--- config.mk ---
export PLATFORM = sky130hd
export DESIGN_NAME = sws_scan
export DESIGN_NICKNAME = d
export VERILOG_FILES = /design/src/sws_pkg.sv /design/src/sws_ram.sv /design/src/sws_scan.sv
export SDC_FILE = /design/constraint.sdc
export NUM_CORES = 2
export LEC_CHECK = 0
export ABC_CLOCK_PERIOD_IN_PS = 13100
export BUFFER_PORTS_ARGS = -buffer_cell sky130_fd_sc_hd__buf_2
export CORE_ASPECT_RATIO = 1.25
export CORE_UTILIZATION = 47
export CTS_BUF_LIST = sky130_fd_sc_hd__clkbuf_16
export DETAILED_ROUTE_END_ITERATION = 6
export GPL_TIMING_DRIVEN = 0
export HOLD_SLACK_MARGIN = 0.05
export PLACE_DENSITY = 0.7
export SETUP_SLACK_MARGIN = 0.15
export SYNTH_ARGS = -nofsm -noshare
export SYNTH_HDL_FRONTEND = slang
export SYNTH_SLANG_ARGS = --single-unit
--- constraint.sdc ---
create_clock -name clk -period 13.1 [get_ports clk]
set_input_delay 1.965 -clock clk [delete_from_list [all_inputs] [get_ports clk]]
set_output_delay 1.965 -clock clk [all_outputs]
set_load 0.01 [all_outputs]
--- src/sws_pkg.sv ---
// sws_pkg: shared widths, input mode codes, register indexes and the scan response type
// for the sliding window sequence scorer; no dependencies
package sws_pkg;

	localparam int MODE_W     = 2;
	localparam int STATE_W    = 4;
	localparam int ROW_W      = 5;
	localparam int VALUE_W    = 8;
	localparam int HIT_W      = 7;
	localparam int REF_W      = 7;
	localparam int THR_W      = 9;
	localparam int CFG_IDX_W  = 1;
	localparam int CFG_DATA_W = 9;

	typedef enum logic [MODE_W-1:0] {
		MODE_PUSH       = 2'd0,
		MODE_LOAD_MASK  = 2'd1,
		MODE_LOAD_LIMIT = 2'd2,
		MODE_CLEAR      = 2'd3
	} mode_t;

	localparam logic [CFG_IDX_W-1:0] REG_REFERENCE_HITS   = 1'b0;
	localparam logic [CFG_IDX_W-1:0] REG_BELONG_THRESHOLD = 1'b1;

	localparam logic [REF_W-1:0] REF_HITS_RESET  = 7'd64;
	localparam logic [THR_W-1:0] THRESHOLD_RESET = 9'd192;

	typedef struct packed {
		logic             done;
		logic [HIT_W-1:0] hits;
	} scan_rsp_t;

endpackage

--- src/sws_ram.sv ---
// sws_ram: generic simple dual port ram, one write port, one read port with registered data
// no dependencies
module sws_ram #(
	parameter int WIDTH = 8,
	parameter int DEPTH = 16,
	localparam int AW = $clog2(DEPTH)
) (
	input  logic             clk,
	input  logic             we,
	input  logic [AW-1:0]    waddr,
	input  logic [WIDTH-1:0] wdata,
	input  logic [AW-1:0]    raddr,
	output logic [WIDTH-1:0] rdata
);

	logic [WIDTH-1:0] mem_q [DEPTH];
	logic [WIDTH-1:0] rdata_q;

	always_ff @(posedge clk) begin
		if (we) begin
			mem_q[waddr] <= wdata;
		end
		rdata_q <= mem_q[raddr];
	end

	assign rdata = rdata_q;

endmodule

--- src/sws_scan.sv ---
// sws_scan: scoring pass over the window, three stage read pipeline with a usage ram
// depends on sws_pkg and sws_ram; window, mask and limit rams sit in the top level
module sws_scan import sws_pkg::*; #(
	parameter int WINDOW_LEN = 32,
	parameter int NUM_STATES = 16,
	localparam int PW = $clog2(WINDOW_LEN),
	localparam int SW = $clog2(NUM_STATES),
	localparam int PAIR_W = 2 * SW
) (
	input  logic               clk,
	input  logic               arst_n,
	input  logic               start,
	input  logic [PW-1:0]      head,
	output logic [PW-1:0]      win_raddr,
	input  logic [STATE_W-1:0] win_rdata,
	output logic [PW+SW-1:0]   mask_raddr,
	input  logic               mask_rdata,
	output logic [PAIR_W-1:0]  limit_raddr,
	input  logic [VALUE_W-1:0] limit_rdata,
	output scan_rsp_t          rsp
);

	localparam int PAIRS = 2 ** PAIR_W;

	// issue stage
	logic          active_q;
	logic [PW-1:0] idx_q;
	logic [PW-1:0] head_q;
	logic [PW:0]   addr_sum;

	// stage 1: window state arrives
	logic              v_s1, first_s1, last_s1;
	logic [PW-1:0]     pos_s1;
	logic [STATE_W-1:0] prev_q;
	logic              prev_ok_q;
	logic              cur_ok;
	logic [PAIR_W-1:0] pair;

	// stage 2: mask, limit and usage arrive
	logic              v_s2, last_s2, pos_ok_s2, tr_ok_s2;
	logic [PAIR_W-1:0] pair_s2;
	logic [PW-1:0]     use_rdata, used;
	logic              pos_hit, tr_hit;
	logic [HIT_W-1:0]  hits_q, hits_nxt;
	logic [PAIRS-1:0]  uvalid_q;
	logic              fwd_v_q;
	logic [PAIR_W-1:0] fwd_pair_q;
	logic [PW-1:0]     fwd_val_q;

	assign addr_sum  = {1'b0, head_q} + {1'b0, idx_q};
	assign win_raddr = (addr_sum >= (PW+1)'(WINDOW_LEN))
		? PW'(addr_sum - (PW+1)'(WINDOW_LEN)) : addr_sum[PW-1:0];

	always_ff @(posedge clk or negedge arst_n) begin
		if (!arst_n) begin
			active_q <= 1'b0;
			idx_q    <= '0;
			head_q   <= '0;
		end else if (start) begin
			active_q <= 1'b1;
			idx_q    <= '0;
			head_q   <= head;
		end else if (active_q) begin
			if (idx_q == PW'(WINDOW_LEN - 1)) begin
				active_q <= 1'b0;
			end
			idx_q <= idx_q + 1'b1;
		end
	end

	assign cur_ok      = {1'b0, win_rdata} < (STATE_W+1)'(NUM_STATES);
	assign mask_raddr  = {pos_s1, win_rdata[SW-1:0]};
	assign pair        = {prev_q[SW-1:0], win_rdata[SW-1:0]};
	assign limit_raddr = pair;

	always_ff @(posedge clk or negedge arst_n) begin
		if (!arst_n) begin
			v_s1      <= 1'b0;
			first_s1  <= 1'b0;
			last_s1   <= 1'b0;
			pos_s1    <= '0;
			prev_q    <= '0;
			prev_ok_q <= 1'b0;
			v_s2      <= 1'b0;
			last_s2   <= 1'b0;
			pos_ok_s2 <= 1'b0;
			tr_ok_s2  <= 1'b0;
			pair_s2   <= '0;
		end else begin
			v_s1     <= active_q && !start;
			first_s1 <= idx_q == '0;
			last_s1  <= idx_q == PW'(WINDOW_LEN - 1);
			pos_s1   <= idx_q;
			if (v_s1) begin
				prev_q    <= win_rdata;
				prev_ok_q <= cur_ok;
			end
			v_s2      <= v_s1;
			last_s2   <= last_s1;
			pos_ok_s2 <= cur_ok;
			tr_ok_s2  <= !first_s1 && cur_ok && prev_ok_q;
			pair_s2   <= pair;
		end
	end

	// unused pairs count as zero; usage written last cycle is not yet in the ram read data
	always_comb begin
		if (!uvalid_q[pair_s2]) begin
			used = '0;
		end else if (fwd_v_q && fwd_pair_q == pair_s2) begin
			used = fwd_val_q;
		end else begin
			used = use_rdata;
		end
	end

	assign pos_hit  = v_s2 && pos_ok_s2 && mask_rdata;
	assign tr_hit   = v_s2 && tr_ok_s2 && (VALUE_W'(used) < limit_rdata);
	assign hits_nxt = hits_q + HIT_W'(pos_hit) + HIT_W'(tr_hit);

	sws_ram #(
		.WIDTH(PW),
		.DEPTH(PAIRS)
	) u_usage_ram (
		.clk  (clk),
		.we   (tr_hit),
		.waddr(pair_s2),
		.wdata(used + 1'b1),
		.raddr(pair),
		.rdata(use_rdata)
	);

	always_ff @(posedge clk or negedge arst_n) begin
		if (!arst_n) begin
			hits_q     <= '0;
			uvalid_q   <= '0;
			fwd_v_q    <= 1'b0;
			fwd_pair_q <= '0;
			fwd_val_q  <= '0;
		end else begin
			fwd_v_q    <= tr_hit;
			fwd_pair_q <= pair_s2;
			fwd_val_q  <= used + 1'b1;
			if (start) begin
				hits_q   <= '0;
				uvalid_q <= '0;
			end else begin
				if (v_s2) begin
					hits_q <= hits_nxt;
				end
				if (tr_hit) begin
					uvalid_q[pair_s2] <= 1'b1;
				end
			end
		end
	end

	assign rsp.done = v_s2 && last_s2;
	assign rsp.hits = hits_nxt;

endmodule

# ---- After elaboration in Yosys (flattened, before gate mapping)
# Memory sizes are Yosys's and may differ from the RTL's. A register that Yosys moved wholly into a read port is not among the register bits.
# Index checks and enable logic that the tools add are counted.
dict set report totals {
  ram_bits 1280
  register_bits 313
  wordCells 66
  n_memories 1
  input_bits 21
}
dict set report classes {
  bitwise 1
  n_reduce_logical 15
  add_sub_neg 6
  magnitude_cmp 4
  n_eq_ne 2
  muxes 18
}
# name words word_bits read_ports rd_ports_with_merged_regs wr line
set mem_list {}
lappend mem_list {u_usage_ram.mem_q 256 5 1 1 1 sws_ram.sv:16} ;# logic [WIDTH-1:0] mem_q [DEPTH];
# cell count
set op_table {}
lappend op_table {{256-bit two-way mux} 2}
lappend op_table {{256-bit OR} 1}
lappend op_table {{5-bit two-way mux} 5}
lappend op_table {{7-bit by 1-bit adder with 7-bit output} 2}
lappend op_table {{7-bit two-way mux} 2}
lappend op_table {{5-bit by 1-bit adder with 5-bit output (second input constant)} 2}
lappend op_table {{1-bit logical AND} 9}
lappend op_table {{8-bit by 9-bit less-than comparator with 1-bit output (second input constant)} 1}
lappend op_table {{1-bit binary-select mux with 8-bit select} 1}
lappend op_table {{1-bit demux with 8-bit select} 1}
lappend op_table {{8-bit == test} 1}
lappend op_table {{8-bit by 1-bit >= comparator with 1-bit output (second input constant)} 1}
lappend op_table {{5-bit by 8-bit less-than comparator with 1-bit output} 1}
lappend op_table {{1-bit two-way mux} 7}
lappend op_table {{5-bit by 5-bit adder with 6-bit output} 1}
lappend op_table {{6-bit >= comparator (second input constant)} 1}
lappend op_table {{2-bit nonzero test} 3}
lappend op_table {{5-bit == test (second input constant)} 1}
lappend op_table {{5-bit zero test} 1}
lappend op_table {{5-bit by 1-bit subtractor with 5-bit output (second input constant)} 1}
lappend op_table {{1-bit zero test} 2}

# ---- Logic depth before layout (Yosys ltp)
dict set report logic_depth {
  word_depth 9
  ltp_mapped 26
}

# ---- By module
# From an unflattened synthesis, not the netlist that was laid out.
dict set report unflattened {
  cells_unflattened 3893
  hier_area_um2 65096.2
}
# module n_inst area_each_um2 cells_each
set modules_own_cells {}
lappend modules_own_cells {sws_ram 1 50284.5 2497}
lappend modules_own_cells {sws_scan 1 14811.7 1396}

# ---- Worst setup path after synthesis
# No wires, ideal clock.
dict set report synth_timing {
  path_type {register -> register}
  start {reg pair_s2[1]}
  end {mem u_usage_ram.mem_q[0][2] in the netlist's numbering (data pin)}
  synth_period_minus_slack_ns 10.734
  arrival_time_ns 9.204
  setup_ns 1.530
  required_ns 11.570
  slack_ns 2.366
  n_path_buf 4
  path_stages_with_launch 15
  cell_sequence {dfrtp_1 > buf_6 > buf_6 > buf_6 > buf_6 > mux2i_1 > a22oi_1 > and3_1 > o41ai_2 > o31ai_2 > nor3_2 > a21o_1 > nor2_1 > ha_1 > xor2_1}
}
dict set report synth_via {
  elab_chain_len 5
  word_cells_on_any_way 7
  classes_between {1 x add/sub; 1 x eq/ne; 4 x mux; 1 x reduce/logical}
}
# element line
set synth_rtl {}
lappend synth_rtl {{start: declaration} sws_scan.sv:41} ;# logic [PAIR_W-1:0] pair_s2;
lappend synth_rtl {{start signal: assignment} sws_scan.sv:102} ;# pair_s2 <= pair;
lappend synth_rtl {{branches (longest 3 deep; another with 1-bit binary-select mux with 8-bit select)} -}
lappend synth_rtl {{5-bit two-way mux *} sws_scan.sv:108} ;# if (!uvalid_q[pair_s2]) begin
lappend synth_rtl {{5-bit by 1-bit adder with 5-bit output *} sws_scan.sv:128} ;# .wdata(used + 1'b1),
lappend synth_rtl {{named net u_usage_ram.wdata[2]} sws_ram.sv:11} ;# input logic [WIDTH-1:0] wdata,
lappend synth_rtl {{end: declaration} sws_ram.sv:16}
# Mark *: on every way through the listed nets, which the timed path passes. The select of a mux whose other input is x is not followed.

==> run_results.csv <==
group,metric,value,unit
status,outcome,"finished, violations left",
status,violations,"DRC, capacitance limit, slew limit",
grt,grtUsageTotal,0.280,
power_and_ir_drop,leakagePower,24.8,nW
cts,holdBufCountCts,0,
logic_synthesis,synth_top_area_cell,"edfxtp_1",
setup_path,end_kind,"output pin",
timing,relSlewSlack,-0.0386,
die,initial_utilization,0.474,
timing,slew_violations,98,
die,fp-row-count,156,
timing,setup_viol,0,
logic_synthesis,ys_seq_elements,1598,
layout,area_growth,12.3,%
die,core-area,145000,um^2
die,die_x,344,um
setup_path,critPathMaxFanout,10,
detailed_routing,drt-pass1-iter-count,7,
cts,cts.sinks,1598,
cts,clk_latency,0.81,ns
layout,n_fill_cell,11396,
logic_synthesis,synth_edf_count,1280,
timing,fmaxAchievable,0.0922,GHz
place,place_congestion,0.953,
setup_path,timing_worst_setup_path_type,"reg2out",
logic_synthesis,ys_warn_count,0,
setup_path,cp_slowest_cell,"a211oi_1",
logic_synthesis,ys_types,51,
setup_path,path_cells,"buf_6 -> buf_4 -> buf_4 -> buf_2 -> mux2i_1 -> a22oi_1 -> nand2_1 -> o22ai_1 -> o21a_1 -> nor3_2 -> a211oi_1 -> ha_1 -> o21ai_0 -> nand2b_1 -> a2111oi_2 -> a31oi_4 -> buf_4 -> buf_6 -> inv_1 -> fa_1 -> ha_1 -> nand3_1 -> xnor2_1 -> buf_2",
detailed_routing,totalWireLength,206,mm
power_and_ir_drop,p_per_area,153,nW/um^2
logic_synthesis,synth_top_area_frac,0.560,
setup_path,critPathMaxStageDelay,1.08,ns
place,io_buffers,50,
layout,drive_gt1_frac,0.258,
detailed_routing,antenna_left,0,
setup_path,start_kind,"register",
detailed_routing,drc_errors,1,
cts,cts_resized,0,
layout,multi_input_area,20500,um^2
hold_path,hp-class,"reg2reg",
run,drv_cap,10,
setup_path,path_delay_family,"compound AO/OA/AOI/OAI gates",
power_and_ir_drop,p_total,11.8,mW
die,dieArea,148000,um^2
logic_synthesis,seq_area_frac_synth,0.676,
layout,postLayoutCellArea,77000,um^2
place,place_inst,5899,
timing,period_needed,10.85,ns
timing,tightest_slew,1.56,ns
timing,rsz0062_at_grt,"false",
logic_synthesis,async_reset_ff_frac,0.196,
logic_synthesis,netlist_area,68600,um^2
setup_path,worst-endpoint-required,11.14,ns
cts,cts_tree,"done",
layout,stdcell_count,6187,
layout,regArea,46400,um^2
cts,cts_root_buf,"clkbuf_16",
layout,final_nets,4196,
logic_synthesis,postSynthCellCount,3925,
detailed_routing,viasPerCell,6.71,
place,dp_hpwl,140,mm
grt,grt_max_degree,102,
timing,hold_viol,0,
logic_synthesis,synthTopCellsByArea,"edfxtp_1, mux4_2, dfrtp_1, nor3_2, a32oi_1",
detailed_routing,wl_per_cell,33.3,um
place,dpl-instance-area,72000,um^2
die,die_h,429,um
layout,utilization,0.532,
detailed_routing,drt-initial-drc-count,6469,
detailed_routing,vias,41496,
setup_path,timing.critical_path.mode_cell,"buf_4",
grt,grt_pass1_vias,40556,
setup_path,crit_buf_inv,8,
cts,cts_buffers,155,
timing,clock_skew,0.0474,ns
grt,overflow,0,
timing,period_share,0.828,
grt,antenna_found_initial,5,
setup_path,cp.arrival,8.88,ns
logic_synthesis,synth_ff_type,"edfxtp_1",
cts,post_cts_buffers,0,
logic_synthesis,avgSynthCellArea,17.5,um^2
power_and_ir_drop,peakVddDrop,0.142,mV
grt,grt_pass1_wl,294,mm
cts,clock_path_buffers,3,
logic_synthesis,synthesis.nets,3961,
die,pin_count,51,
timing,fin_hold_ws,0.353,ns
cts,htree_levels,4,
cts,clkTransAtPathRegs,0.06,ns
==> logic make-up after synthesis <==
family                     Yosys count  share of synthesized area
DFF                               1598                      0.676
and+or+nand+nor                    743                     0.0646
AOI/OAI and AO/OA                  596                     0.0660
muxes                              554                      0.161
buffers and inverters              390                     0.0264
xor gates and xnor gates            28                    0.00357
adders and majority gates           15                    0.00295
other                                1                  0.0000546
==> sequential cells by signal, indices dropped and copies added, names as in the netlist, 4 cells and up <==
signal and flops:
pos_s1 5, u_usage_ram.rdata 5, uvalid_q 256, idx_q 5, pair_s2 8, u_usage_ram.mem_q 1280, head_q 5, prev_q 4
fwd_pair_q 8, hits_q 7, fwd_val_q 5
==> layout by cell type, fill, tap and decap left out, drive strengths merged, types with 5 or more instances in the layout <==
cell type and n:
a21o 5, a22o 19, a22oi 36, a32oi 258, and3 6, buf 195, bufinv 16, clkbuf 415
clkinv 72, clkinvlp 8, dfrtp 313, dfxtp 5, edfxtp 1280, ha 13, inv 47, mux2 9
mux2i 107, mux4 438, nand2 310, nand2b 5, nand3 18, nand4 10, nor2 99, nor2b 15
nor3 270, o21ai 132, o31ai 130, xnor2 17, xor2 11
==> layer usage <==
layer	vias up	track usage	wire length (um)
met1	21430	0.352	70900
li1	16516	-	-
met3	637	0.0604	21900
met2	2913	0.451	100000
met5	-	0	0
met4	0	0.156	13100
==> synth_stat cells (3+ instances only) <==
library cell / number
or2_2: 3
a21o_1: 5
a22oi_1: 36
inv_1: 14
buf_2: 37
mux4_2: 438
o22ai_1: 4
nand4_1: 10
a21oi_1: 3
nor3_1: 39
xor2_1: 11
nand2b_1: 5
a32oi_1: 258
o31ai_1: 128
mux2i_1: 107
buf_6: 31
clkbuf_1: 258
nand3_1: 18
nor2b_1: 14
and3_1: 6
nand2_1: 310
nor3_2: 230
dfrtp_1: 313
dfxtp_1: 5
buf_4: 18
buf_1: 31
mux2_2: 9
ha_1: 13
xnor2_1: 17
o21ai_0: 132
nor2_1: 99
a22o_1: 19
and2_1: 4
edfxtp_1: 1280
==> path summary, 6_finish.rpt <==
| check | slack, ns | to | depth (start not counted) | startpoint |
|---|---|---|---|---|
| max | 2.25 | rsp[6] | 24 | pair_s2[1] |
| min | 0.35 | last_s2 | 0 | last_s1 |
| max reg2reg | 5.15 | hits_q[6] | 24 | pair_s2[1] |
| min reg2reg | 0.35 | last_s2 | 0 | last_s1 |
| max in group asynchronous | 10.74 | uvalid_q[215] | 3 | arst_n |
| min in group asynchronous | 1.00 | idx_q[4] | 1 | arst_n |
==> where the power goes <==
group | internal [mW] | switching, mW
clock network | 2.51 | 2.00
logic | 0.386 | 1.07
registers | 5.80 | 0.0256
total | 8.70 | 3.09
==> cell type report <==
class                   instances  area share
repair buffers                 78      0.0115
flip-flops and latches       1598       0.602
well taps                    1896      0.0308
clock inverters               128      0.0147
diodes                          3   0.0000974
inverters                      15    0.000731
multi-input cells            1937       0.266
clock buffers                 157      0.0510
plain buffers                 375      0.0232
==> worst register-to-register path: cells and delay by family (launching register included) <==
family,cells,cell delay [ns]
adders and majority gates,3,1.10
buffers and inverters,7,2.23
xor gates and xnor gates,1,0.17
and+or+nand+nor,5,0.48
AOI/OAI and AO/OA,7,3.31
muxes,1,0.13
DFF,1,0.37
==> per-stage QoR <==
step                setup WS [ns]  TNS (ns)
floorplan                    2.37         0
global placement            -5.56  -3240.50
detailed placement           3.44         0
CTS                          2.58         0
global route                 2.18         0
finish                       2.25         0
Note: power is estimated with default switching activity, not from simulation.
