===== src/sws_ram.sv =====
// sws_ram: generic simple dual port ram, one write port, one read port with registered data
// no dependencies
module sws_ram #(
	parameter int WIDTH = 8,
	parameter int DEPTH = 16,
	localparam int AW = $clog2(DEPTH)
) (
	input  logic             clk,
	input  logic             we,
	input  logic [AW-1:0]    waddr,
	input  logic [WIDTH-1:0] wdata,
	input  logic [AW-1:0]    raddr,
	output logic [WIDTH-1:0] rdata
);

	logic [WIDTH-1:0] mem_q [DEPTH];
	logic [WIDTH-1:0] rdata_q;

	always_ff @(posedge clk) begin
		if (we) begin
			mem_q[waddr] <= wdata;
		end
		rdata_q <= mem_q[raddr];
	end

	assign rdata = rdata_q;

endmodule


===== config.mk =====
export PLATFORM = sky130hd
export DESIGN_NAME = sws_ram
export DESIGN_NICKNAME = d
export VERILOG_FILES = /design/src/sws_ram.sv
export SDC_FILE = /design/constraint.sdc
export NUM_CORES = 1
export LEC_CHECK = 0
export ABC_CLOCK_PERIOD_IN_PS = 1600
export BUFFER_PORTS_ARGS = -buffer_cell sky130_fd_sc_hd__buf_2
export CORE_MARGIN = 2
export CORE_UTILIZATION = 54
export CTS_CLUSTER_DIAMETER = 60
export CTS_CLUSTER_SIZE = 30
export DETAILED_ROUTE_END_ITERATION = 10
export PLACE_DENSITY = 0.74
export SETUP_SLACK_MARGIN = 0.4
export SLEW_MARGIN = 20
export SYNTH_ARGS = -nofsm -noshare
export SYNTH_HDL_FRONTEND = slang
export SYNTH_SLANG_ARGS = --single-unit

===== constraint.sdc =====
create_clock -name clk -period 1.6 [get_ports clk]
set_input_delay 0.08 -clock clk [delete_from_list [all_inputs] [get_ports clk]]
set_output_delay 0.08 -clock clk [all_outputs]
set_load 0.1 [all_outputs]

# Word level (Yosys, flattened, before mapping)
# Memory sizes are Yosys's and may differ from the RTL's. A register that Yosys moved wholly into a read port is not among the register bits.
# Cells that the tools add are included.
# word_totals
in_bits	18
regBits	0
output_inout_bits	8
word_cells	3
mem_bits_rw	128
mem_count	1
# op_classes
mux	2
# memory_table
name	words	width	rd	rd_ports_with_merged_regs	wr	line_no	rtl
mem_q	16	8	1	1	1	16	logic [WIDTH-1:0] mem_q [DEPTH];
# op_table
cell	n
$mux W1	2

# Longest topological paths before layout
# Gate-level depths: netlist (run 1).
# depth
depth_word	2
depth_mapped	5
ltp_nobuf	3

# Worst setup path before layout (run 1)
# Ideal clock, no wire load.
# synth_timing
path_kind	input to register
start	input waddr[2]
end	memory mem_q[0][0], enable pin
required_time_ns	1.217
stages	2
path_slack_ns	0.027
setup_ns	0.383
arrival_time_ns	1.190
n_path_buf	0
path_cell_list	or3b_2 -> nor3_1
# synth_lines
element	line_no	rtl
from (decl)	10	input logic [AW-1:0] waddr,
to (decl)	16	
# No word-level cell before the write port.

==> metrics list, run 1 <==
- Distinct cell type count after synthesis: 19
- After detailed routing, the number of remaining DRC violations is 0.
- Mean instance size in the synthesized netlist: 22.5 um^2
- Across the run, the number of max-cap violations was 0.
- Synthesis produced a netlist with a net count of 247.
* Ys async rst share: 0%
- Once detail routing completed, the nets flagged for antenna violations numbered 0.
- Drt initial violations: 250
- Level count of the clock H-tree: 4
- The die is 102 um wide.
- The congestion estimate from routability-driven global placement came to 0.733.
- The number of antenna violations at the first check in global routing is 0.
- The cell count after synthesis came out at 229.
* Flip-flop and latch count after synthesis: 136
* Number of flops mapped to enable cells by yosys: 128
- Die height: 102 um
- Summed over all failing endpoints, the final setup total negative slack is 0 ns.
- Entering global routing, the biggest net connects 33 pins.
- The hold violation count in the final report came to 0.
- Clock skew on the completed layout was measured at 0.00878 ns.
- Required time of the critical path: 1.99 ns
- Data arrival at the endpoint of the critical path: 1.69 ns
- Buffers on Ports: 25
* Clock transition at path regs: 0.06 ns
* Met2 wirelength from detailed routing: 5130 um
* Row count: 35
- Design Area, Final: 6340 um^2
- Summed over all nets, the half-perimeter wirelength after detailed placement is 5940 um.
- Worst Max-Slew Pin Slew: 0.474 ns
* Critical Path Max Stage Delay: 0.50 ns
- In this run the most critical hold path is launched from raddr[3].
- Part of the total power dissipated in the clock network: 44.0%
- The worst path needs 1.30 ns of the cycle, external delays included.
* Number of global-route vias before repair: 2632
- STA classifies the critical path endpoint as a flip-flop.
* CTS tree: yes
- Summed over all nets, the switching power comes to 1880 uW.
- Setup violations remaining at the end of the flow were counted as 0.
- Final period util: 81.2%
- Met3 wirelength from detailed routing: 795 um
* # diodes: 0
- Global routing used 21.4% of the available tracks across all layers.
- Number of cells on the worst reg-to-reg path: 3
- Area of the core region: 9240 um^2
* Routed wirelength normalized by instance count: 22.8 um
* Met1 Routed Length: 3810 um
- Before CTS, the worst setup slack after placement is 0.124 ns.
* Source-to-sink clock delay at the later pin of the worst-skew pair: 0.51 ns
- Power spread over the standard cell area amounts to 1320 nW/um^2.
* Leak: 0.00211 uW
- During synthesis, Yosys emitted a total of 0 warnings.
* Number of vias in the routed layout: 2484
- The area growth from synthesis to layout is 23.1%.
* Run status: finished clean
* Hold WC Path Type: in -> reg
- Maximum resistive drop on vdd: 937 uV
- edfxtp_1 takes more of the synthesized area than any other cell.
- Sequential elements use 77.8% of the synthesized area.
- The cell area that synthesis handed to floorplanning was 5150 um^2.
- In this run the tightest slew margin relative to its limit is 68.4%.
- Longest Clk Path Bufs: 2
- Net switching is 22.6% of the power.
- STA classifies the critical path startpoint as a flip-flop.
- After layout, the worst setup slack is 0.301 ns.
* Number of iterations in the first detailed-routing pass: 5
- The critical path goes through mux4_2, a22oi_2, nand2_1.
- Share of final-layout standard cells stronger than drive strength 1: 42.3%
- The placed instances occupy a cell area of 5570 um^2.
* DIE AREA: 10300 um^2
- Max-slew violations: 0
- Among all stages on the critical path, the largest delay is contributed by mux4_2.
* Initial cell density of the core: 55.7%
- The synthesized design devotes to its leading area cell type 74.7% of total area.
* Total number of nets in the final design: 310
- Minimum setup slack among reg-to-reg paths: 0.30 ns
- The cell sitting at the root of the clock tree is a clkbuf_8.
- The startpoint identified for the worst register-to-register timing path is mem_q[15][6].
- Cell internal power was estimated by the tool at 6470 uW.
- Kind of critical path: reg -> reg
- Hold path cells: 5
- Sequential cells burn 48.2% of the power.
- Highest Signal Layer: met4
* Fmax: 0.770 GHz
* Proportion of power drawn by combinational gates: 7.7%
- Cell types occupying the most area after synthesis: edfxtp_1, mux4_2, mux4_1
- Buffers inserted during post-CTS setup optimization: 0
* Overall power after layout: 8360 uW
- Worst hold path endpoint: rdata[7]
- Counting the buffers created by CTS gives 17.
* Global-route wire length before repair: 15100 um
- Along the worst path, the maximum fanout reaches 1.
- CTS Sinks: 136
- The most used flip-flop cell after synthesis is edfxtp_1.
- Vias per std cell: 5.72
* Number of I/O pins: 26
- Post-detailed-routing wire length: 9900 um
* Overflow after GRT: 0
* Reg-to-reg endpoint: rdata[6]
* Setup repair after global routing missed its margin: true
## state kept, by name, indices dropped and copies added, names as in the netlist
| name | cells |
|---|---|
| mem_q | 128 |
| rdata | 8 |
## worst max path at each step
stage / endpoint / startpoint
6_report: rdata[6] / mem_q[15][6]
5_1_grt: rdata[6] / mem_q[10][6]
4_1_cts: rdata[3] / mem_q[10][3]
3_5_place_dp: rdata[1] / raddr[0]
3_3_place_gp: rdata[1] / raddr[0]
2_1_floorplan: rdata[1] / raddr[0]
## layout by cell type (no fill, tap or decap), types with 3 or more instances in the layout
master	n
clkinvlp_4	5
mux4_2	30
buf_4	18
dlygate4sd3_1	8
inv_6	3
a22oi_2	10
buf_2	17
nor2_1	10
nor2_2	3
nand2_1	9
a22oi_1	6
buf_12	9
clkbuf_16	16
edfxtp_1	128
dfxtp_2	6
## cell type report
class | count | area (um^2)
Timing Repair Buffer | 54 | 503
Fill cell | 550 | 2900
Clock inverter | 13 | 146
Sequential cell | 136 | 4010
Clock buffer | 19 | 422
Tap cell | 129 | 161
Multi-Input combinational cell | 83 | 1090
## kinds of logic (layout without fill, tap and decap cells)
family | Yosys count | count (layout) | share of synthesized area, %
DFF | 136 | 136 | 77.8
and+or+nand+nor | 35 | 35 | 3.18
muxes | 32 | 32 | 15.0
AOI/OAI and AO/OA | 16 | 16 | 2.33
buffers and inverters | 10 | 86 | 1.68
## repair_timing
action | 4_1_cts | 5_1_grt
setup endpoints to repair | 16 | 11
resized for setup | 41 | 15
cloned | 0 | 0
endpoints found under the hold margin | 128 | 0
hold buffers | 8 | 0
pin swaps | 7 | 4
## layer usage
metal	up-vias	global-route usage [%]
met1	1265	28.5
met2	117	32.9
met4	0	9.25
li1	1088	-
met5	-	0
met3	14	6.76
## power groups by stage
stage | combinational, uW | sequential, uW | clock [uW]
2_1_floorplan | 209 | 4250 | 0
3_3_place_gp | 536 | 4080 | 0
3_5_place_dp | 544 | 4090 | 0
4_1_cts | 634 | 4030 | 3730
5_1_grt | 683 | 4040 | 3890
6_report | 645 | 4030 | 3680
## synthesized netlist by cell type (3+ instances only)
cell / count
dfxtp_1: 8
buf_6: 3
a22oi_1: 16
buf_2: 3
nand2_1: 9
mux4_2: 18
edfxtp_1: 128
nor2_1: 13
mux4_1: 14
clkdlybuf4s25_2: 3
nor3_1: 4
## worst max-delay path, delay by kind of cell, from the launching register on
kind | cells | cell delay [ns]
flip-flops | 1 | 0.39
AO/OA/AOI/OAI | 1 | 0.20
AND/OR/NAND/NOR | 1 | 0.09
multiplexers | 1 | 0.50
## metrics by stage
step / hold WS [ns] / std cells / util, %
floorplan: 0.179 / 229 / -
global placement: 0.465 / 394 / 60.3
detailed placement: 0.471 / 394 / 60.3
CTS: 0.116 / 434 / 68.4
global route: 0.137 / 434 / 68.6
finish: 0.145 / 434 / 68.6
No activity file was read; power rests on OpenSTA's default activity.
==> run 2, diff against run 1 <==
ABC_CLOCK_PERIOD_IN_PS = 1200   (was 1600)
CORE_UTILIZATION = 60   (was 54)
PLACE_DENSITY = 0.78   (was 0.74)
clock period = 1.2 ns   (was 1.6 ns; I/O delays follow)
==> run 2 against run 1 <==
Net effect:
- routed wire length rose by 5.4%
- the flow now finishes with violations (negative setup slack)
- clock skew increased by 0.00075 ns
- design area grew 3.4%
==> metrics list, run 2 (synthesized netlist as in run 1, its figures left out) <==
- The sink count of the clock tree came to 136 (unchanged).
- Met2 track demand over resource in global routing: 41.1% (+8.2 points)
* Placed Instances: 371 (-5.8%)
* Finished Core Util: 79.3% (+11 points)
- Synthesis-to-finish area growth: 27.3%
- Fmax: 0.761 GHz (-1.2%)
- Placer's final routability congestion estimate: 0.730 (-0.40%)
- The endpoint required time on the critical path is 1.59 ns (-0.40 ns).
- The largest voltage drop on the vdd net was 967 uV (+3.3%).
* Share of final-layout standard cells stronger than drive strength 1: 45.8% (+3.5 points)
* Top Usage Layer GRT: met2
* Longest Clk Path Bufs: 2 (unchanged)
- The HPWL reported at the end of detailed placement came to 6120 um (+3.1%).
* Max-slew violations: 0 (unchanged)
- The detailed-route wire length came to 10400 um (+5.4%).
* Residual DRC: 0 (unchanged)
* Number of iterations in the first detailed-routing pass: 4 (-1)
* Routed wirelength normalized by instance count: 25.4 um (+11%)
- The number of flip-flops under the largest register name was 128 (unchanged).
* CTS root buffer: clkbuf_8
* Setup repair after global routing missed its margin: true
- Number of fill cells: 409 (-26%)
- Normalized max-slew margin: 43.5% (-25 points)
- Antenna-violating nets left: 0 (unchanged)
* Crit Path Max Fanout: 1 (unchanged)
- GR Layer Usage met3: 5.92% (-0.84 points)
* Leading cell types in the layout, fill and taps excluded: edfxtp_1, mux4_2, buf_12
* Die height: 96.6 um (-4.9%)
* Cell Pwr Density: 1720 nW/um^2 (+30%)
* Post-Route Skew: 0.00953 ns (+0.000749 ns)
- Leaving out fill and tap cells, the most frequent cell in the layout is edfxtp_1.
* Data arrival at the endpoint of the critical path: 1.71 ns (+0.02 ns)
- Number of global-route vias before repair: 2744 (+4.3%)
* Final period util: 110% (+28 points)
- The effective utilization at floorplan came to 62.3% (+6.6 points).
* Endpoint kind of the worst setup timing path: flip-flop
* Pin count of the biggest net entering global routing: 19 (-42%)
- Worst Max-Slew Pin Slew: 0.845 ns (+0.371 ns)
* Vias per std cell: 6.18 (+8.0%)
- The total power was 11300 uW (+35%).
- The count of buffers from port buffering is 25 (unchanged).
- Overflow after GRT: 0 (unchanged)
* # diodes: 0 (unchanged)
- The min-delay analysis places its worst path in the category in -> reg.
* Die boundary width: 96.6 um (-4.9%)
- The final count of negative-setup-slack endpoints was 8 (+8).
* Global routing usage on met1: 31.5% (+3.0 points)
* Global-route wire length before repair: 16400 um (+9.1%)
- The clock latency at the later pin of the worst-skew pair is 0.52 ns (about the same).
- Area of the core region: 8260 um^2 (-11%)
- Run status: finished, violations left
- Non-filler instance count after layout: 411 (-5.3%)
- Antenna violations before repair: 0 (unchanged)
- Total number of nets in the final design: 311 (+0.32%)
- Post-layout worst setup margin: -0.114 ns (-0.415 ns)
- The time the worst path needs with I/O delays and setup came to 1.31 ns (+0.0152 ns).
* Level count of the clock H-tree: 4 (unchanged)
* Startpoint type of the worst setup path: flip-flop
- The routed via count is 2541 (+2.3%).
* Worst hold slack across all endpoints: 0.120 ns (-0.0249 ns)
- Global router's overall resource usage: 24.4% (+3.0 points)
- More flip-flops sit in one register than any other, and that register is mem_q.
* Clock transition at path regs: 0.06 ns (about the same)
- The number of placement rows came to 33 (-5.7%).
- Number of I/O pins: 26 (unchanged)
* Kind of critical path: reg -> reg
- The final reports fail on negative setup slack.
- Final-report hold violation count: 0 (unchanged)
- TritonCTS built the clock tree.
- Drt initial violations: 201 (-20%)
- TritonCTS Buffers: 17 (unchanged)
- DIE AREA: 9340 um^2 (-9.6%)
* Reported max-cap violation count: 0 (unchanged)
- The static power due to leakage is 0.00217 uW (+3.0%).
-- run 2: cell types whose count changed in the layout (fill, tap and decap cells not counted), moves of 3 or more --
cell,before,now
inv_6,3,0
nor3_4,1,4
a22oi_1,6,11
a22oi_2,10,5
clkbuf_8,1,4
buf_4,18,8
nor2_4,0,7
nor2_1,10,1
buf_12,9,22
-- run 2: critical path, cell delays in order (launching register included) --
cell      delay (ns)
edfxtp_1        0.38
mux4_2          0.47
a22oi_1         0.25
nand2_1         0.09
-- run 2: layout make-up --
type,instances,area [um^2],area share (%)
Sequential cell,136,4020,61.3
Clock inverter,8,97.6,1.49
Tap cell,105,131,2.01
Timing Repair Buffer,55,666,10.2
Clock buffer,24,470,7.18
Multi-Input combinational cell,83,1170,17.9
-- run 2: per-stage QoR --
step | worst slack, ns | setup TNS [ns] | instance area [um^2]
floorplan | 0.0370 | 0 | 5280
global placement | -0.203 | -3.18 | 5760
detailed placement | -0.251 | -4.43 | 5760
CTS | -0.104 | -0.647 | 6550
global route | -0.134 | -0.896 | 6550
finish | -0.114 | -0.597 | 6550
-- run 2: report_power, final --
part | leakage, uW | internal (uW) | total, uW | switching (uW)
combinational | 0.000676 | 392 | 946 | 554
clock | 0.000271 | 3110 | 4930 | 1820
sequential | 0.00122 | 5320 | 5380 | 58.8
total | 0.00217 | 8820 | 11300 | 2440
-- run 2: final timing paths --
check,from,endpoint,slack (ns),cells after the start
setup reg to reg,mem_q[4][3],rdata[3],-0.11,3
hold reg to reg,mem_q[12][3],rdata[3],0.69,3
setup / recovery,mem_q[4][3],rdata[3],-0.11,3
hold / removal,waddr[0],mem_q[14][4],0.12,3
-- run 2: layer usage --
layer | vias up | wire length (um)
met5 | - | 0
li1 | 1093 | -
met1 | 1322 | 3980
met3 | 12 | 648
met2 | 114 | 5650
met4 | 0 | 155
-- run 2: timing repair --
item	in CTS	in global routing
pin swaps	1	3
buffers inserted	0	0
setup endpoints to repair	16	17
hold buffers	8	0
gates resized for setup	37	1
hold endpoints to repair	128	0
==> run 3, diff against run 2 <==
TNS_END_PERCENT = 50   (was unset)
==> run 3 against run 2 <==
Net effect:
- the run still ends with negative setup slack left
- global-route usage is 0.41 points higher
- sequential share of layout area down 0.083 points
- final cell count up 1.5%
- routed wire length increased by 1.2%
- die area stayed put
- non-clock buffer count increased by 6
- critical path depth unchanged
- critical endpoint is now rdata[0]
- largest cell class unchanged
- largest power group is now the clock network
- highest routed layer unchanged
==> metrics list, run 3 (synthesized netlist as in run 1, its figures left out) <==
- Pin count of the biggest net entering global routing: 19 (unchanged)
- The slew of the pin with the lowest slew margin came to 0.780 ns (-0.0654 ns).
- STA classifies the critical path endpoint as a flip-flop.
* Number of global-route vias before repair: 2735 (-0.33%)
* Leading cell types in the layout, fill and taps excluded: edfxtp_1, mux4_2, buf_12
- The average detailed-routed wire length per instance was 25.3 um (-0.28%).
* Die boundary width: 96.6 um (unchanged)
- The area occupied by multi-input gates came to 1090 um^2 (-6.8%).
- The area growth from synthesis to layout is 27.6%.
- Global router's overall resource usage: 24.8% (+0.41 points)
- The number of flip-flops under the largest register name was 128 (unchanged).
* TritonCTS Buffers: 17 (unchanged)
- Non-filler instance count after layout: 417 (+1.5%)
- The largest voltage drop on the vdd net was 1060 uV (+9.9%).
- HPWL reported at the end of detailed placement: 6240 um (+2.0%)
- Critical Path, Cell by Cell: mux4_2, a22oi_2, nand2_2
* P_int: 9600 uW (+8.8%)
* Reg power frac: 44.8% (-3.0 points)
- Die height: 96.6 um (unchanged)
- Total number of nets in the final design: 317 (+1.9%)
- Slowest CP cell: mux4_2
- The number of inserted filler cells in the final layout came to 417 (+2.0%).
* Reported max-cap violation count: 0 (unchanged)
- The maximum buffer depth of the clock tree came to 2 (unchanged).
* Most common cell after layout, fill and taps aside: edfxtp_1
* Global-route wire length before repair: 16400 um (-0.16%)
* Leak: 0.00222 uW (+2.3%)
- Number of iterations in the first detailed-routing pass: 5 (+1)
* Drt initial violations: 245 (+22%)
- The hold violation count in the final report was 0 (unchanged).
- The antenna cell count was 0 (unchanged).
* Level count of the clock H-tree: 4 (unchanged)
- Shortest period the worst path allows: 1.37 ns (+0.0586 ns)
- Top register by number of flip-flops: mem_q
- The instance count along the most critical hold path came to 3 (unchanged).
- The total global routing overflow came to 0 (unchanged).
- Final setup violation count: 8 (unchanged)
* Part of the total power dissipated in the clock network: 47.6% (+3.8 points)
- Buffers on Ports: 25 (unchanged)
- The buffers inserted during post-CTS setup optimization was 0 (unchanged).
- Post-detailed-routing wire length: 10600 um (+1.2%)
- CTS root buffer: clkbuf_8
- The antenna violation net count after detailed routing came to 0 (unchanged).
* Proportion of power drawn by combinational gates: 7.6% (-0.8 points)
- CTS tree: yes
- Row count: 33 (unchanged)
- The arrival time at the worst endpoint was 1.76 ns (+0.05 ns).
* Area of the core region: 8260 um^2 (unchanged)
- The proportion of total power due to net switching was 20.0% (-1.6 points).
* Placer's final routability congestion estimate: 0.706 (-3.2%)
- The peak per-stage delay on the critical path is 0.52 ns (+0.05 ns).
* Number of vias in the routed layout: 2546 (+0.20%)
- STA classifies the critical path startpoint as a flip-flop.
- DIE AREA: 9340 um^2 (unchanged)
- The top-level I/O count is 26 (unchanged).
* Initial cell density of the core: 62.3% (unchanged)
- Number of cells on the worst reg-to-reg path: 3 (unchanged)
- DP Worst Slack: -0.322 ns (-0.0708 ns)
* Clock transition at path regs: 0.06 ns (about the same)
* Required time of the critical path: 1.59 ns (about the same)
* Minimum setup slack among reg-to-reg paths: -0.17 ns (-0.06 ns)
- Post-detailed-placement cell area: 5680 um^2 (-1.4%)
- Kind of critical path: reg -> reg
- Setup repair after global routing missed its margin: true
- The design area was 6570 um^2 (+0.23%).
- The run finished, with violations left.
- The final cycle utilization of the critical path came to 114% (+4.9 points).
- The cell count after placement is 377 (+1.6%).
- The clock latency at the later pin of the worst-skew pair is 0.52 ns (about the same).
- Share of final-layout standard cells stronger than drive strength 1: 42.3% (-3.4 points)
- The total negative setup slack was -1.01 ns (-0.417 ns).
- The average via count per standard cell came to 6.11 (-1.2%).
* Storage cell area: 4020 um^2 (about the same)
- Violations in the final reports: negative setup slack
* Max-slew violations: 0 (unchanged)
- Cell Pwr Density: 1830 nW/um^2 (+6.3%)
* Hold WC Path Type: in -> reg
* Residual DRC: 0 (unchanged)
* Post-Route Skew: 0.00967 ns (+0.000138 ns)
- The sink count of the clock tree was 136 (unchanged).
- Normalized max-slew margin: 47.9% (+4.4 points)
- Antenna violations before repair: 0 (unchanged)
- Fmax: 0.728 GHz (-4.3%)
- Post-layout worst setup margin: -0.173 ns (-0.0586 ns)
- The net switching power is 2400 uW (-1.5%).
- The highest fanout seen on the critical path was 1 (unchanged).
run 3: cell count changes in the layout (fill, tap and decap cells not counted), moves of 2 or more:
cell	change
buf_6	+3
clkinvlp_4	-2
buf_12	-4
nand2b_1	+2
nor2_1	+7
buf_4	+7
dfxtp_2	-3
dfxtp_4	+2
a22oi_1	+4
nor2_4	-6
nand2b_4	-2
a22oi_2	-4
clkinv_2	-2
bufinv_16	+4
run 3: final cells by class:
cell class,count,area share (%)
flip-flops and latches,136,61.2
multi-input cells,83,16.6
repair buffers,61,10.2
clock buffers,24,7.01
clock inverters,8,2.93
well taps,105,2.00
run 3: power by group through the flow:
stage	clock network [uW]	logic, uW	registers [uW]
CTS	5760	911	5380
finish	5710	911	5380
floorplan	0	305	5660
detailed placement	0	785	5450
global route	5960	956	5390
global placement	0	771	5440
run 3: critical path: cells and delay by family, from the launching register on:
| kind | cells | cell delay, ns |
|---|---|---|
| compound gates | 1 | 0.22 |
| flops | 1 | 0.42 |
| mux | 1 | 0.52 |
| simple gates | 1 | 0.08 |
run 3: per-stage QoR:
step | total power, uW | hold WS, ns | utilization (%)
after global placement | 6210 | 0.454 | 68.7
after floorplan | 5970 | 0.159 | -
after detailed placement | 6230 | 0.456 | 68.7
after CTS | 12100 | 0.0630 | 79.2
after global routing | 12300 | 0.0756 | 79.5
final | 12000 | 0.0864 | 79.5
run 3: routing by layer:
metal	global-route usage [%]	routed length, um
met4	11.5	159
met1	33.1	4110
met3	5.64	725
met2	39.6	5560
met5	0	0
run 3: final timing paths:
kind	to	start
setup reg to reg	rdata[0]	mem_q[3][0]
hold / removal	mem_q[0][0]	waddr[1]
setup / recovery	rdata[0]	mem_q[3][0]
hold reg to reg	rdata[3]	mem_q[12][3]
run 3: repair_timing:
action,in CTS,in global routing
endpoints found under the setup margin,16,31
pin swaps,0,3
resized for setup,39,9
gates cloned,0,0
hold buffers,8,0
endpoints found under the hold margin,128,0
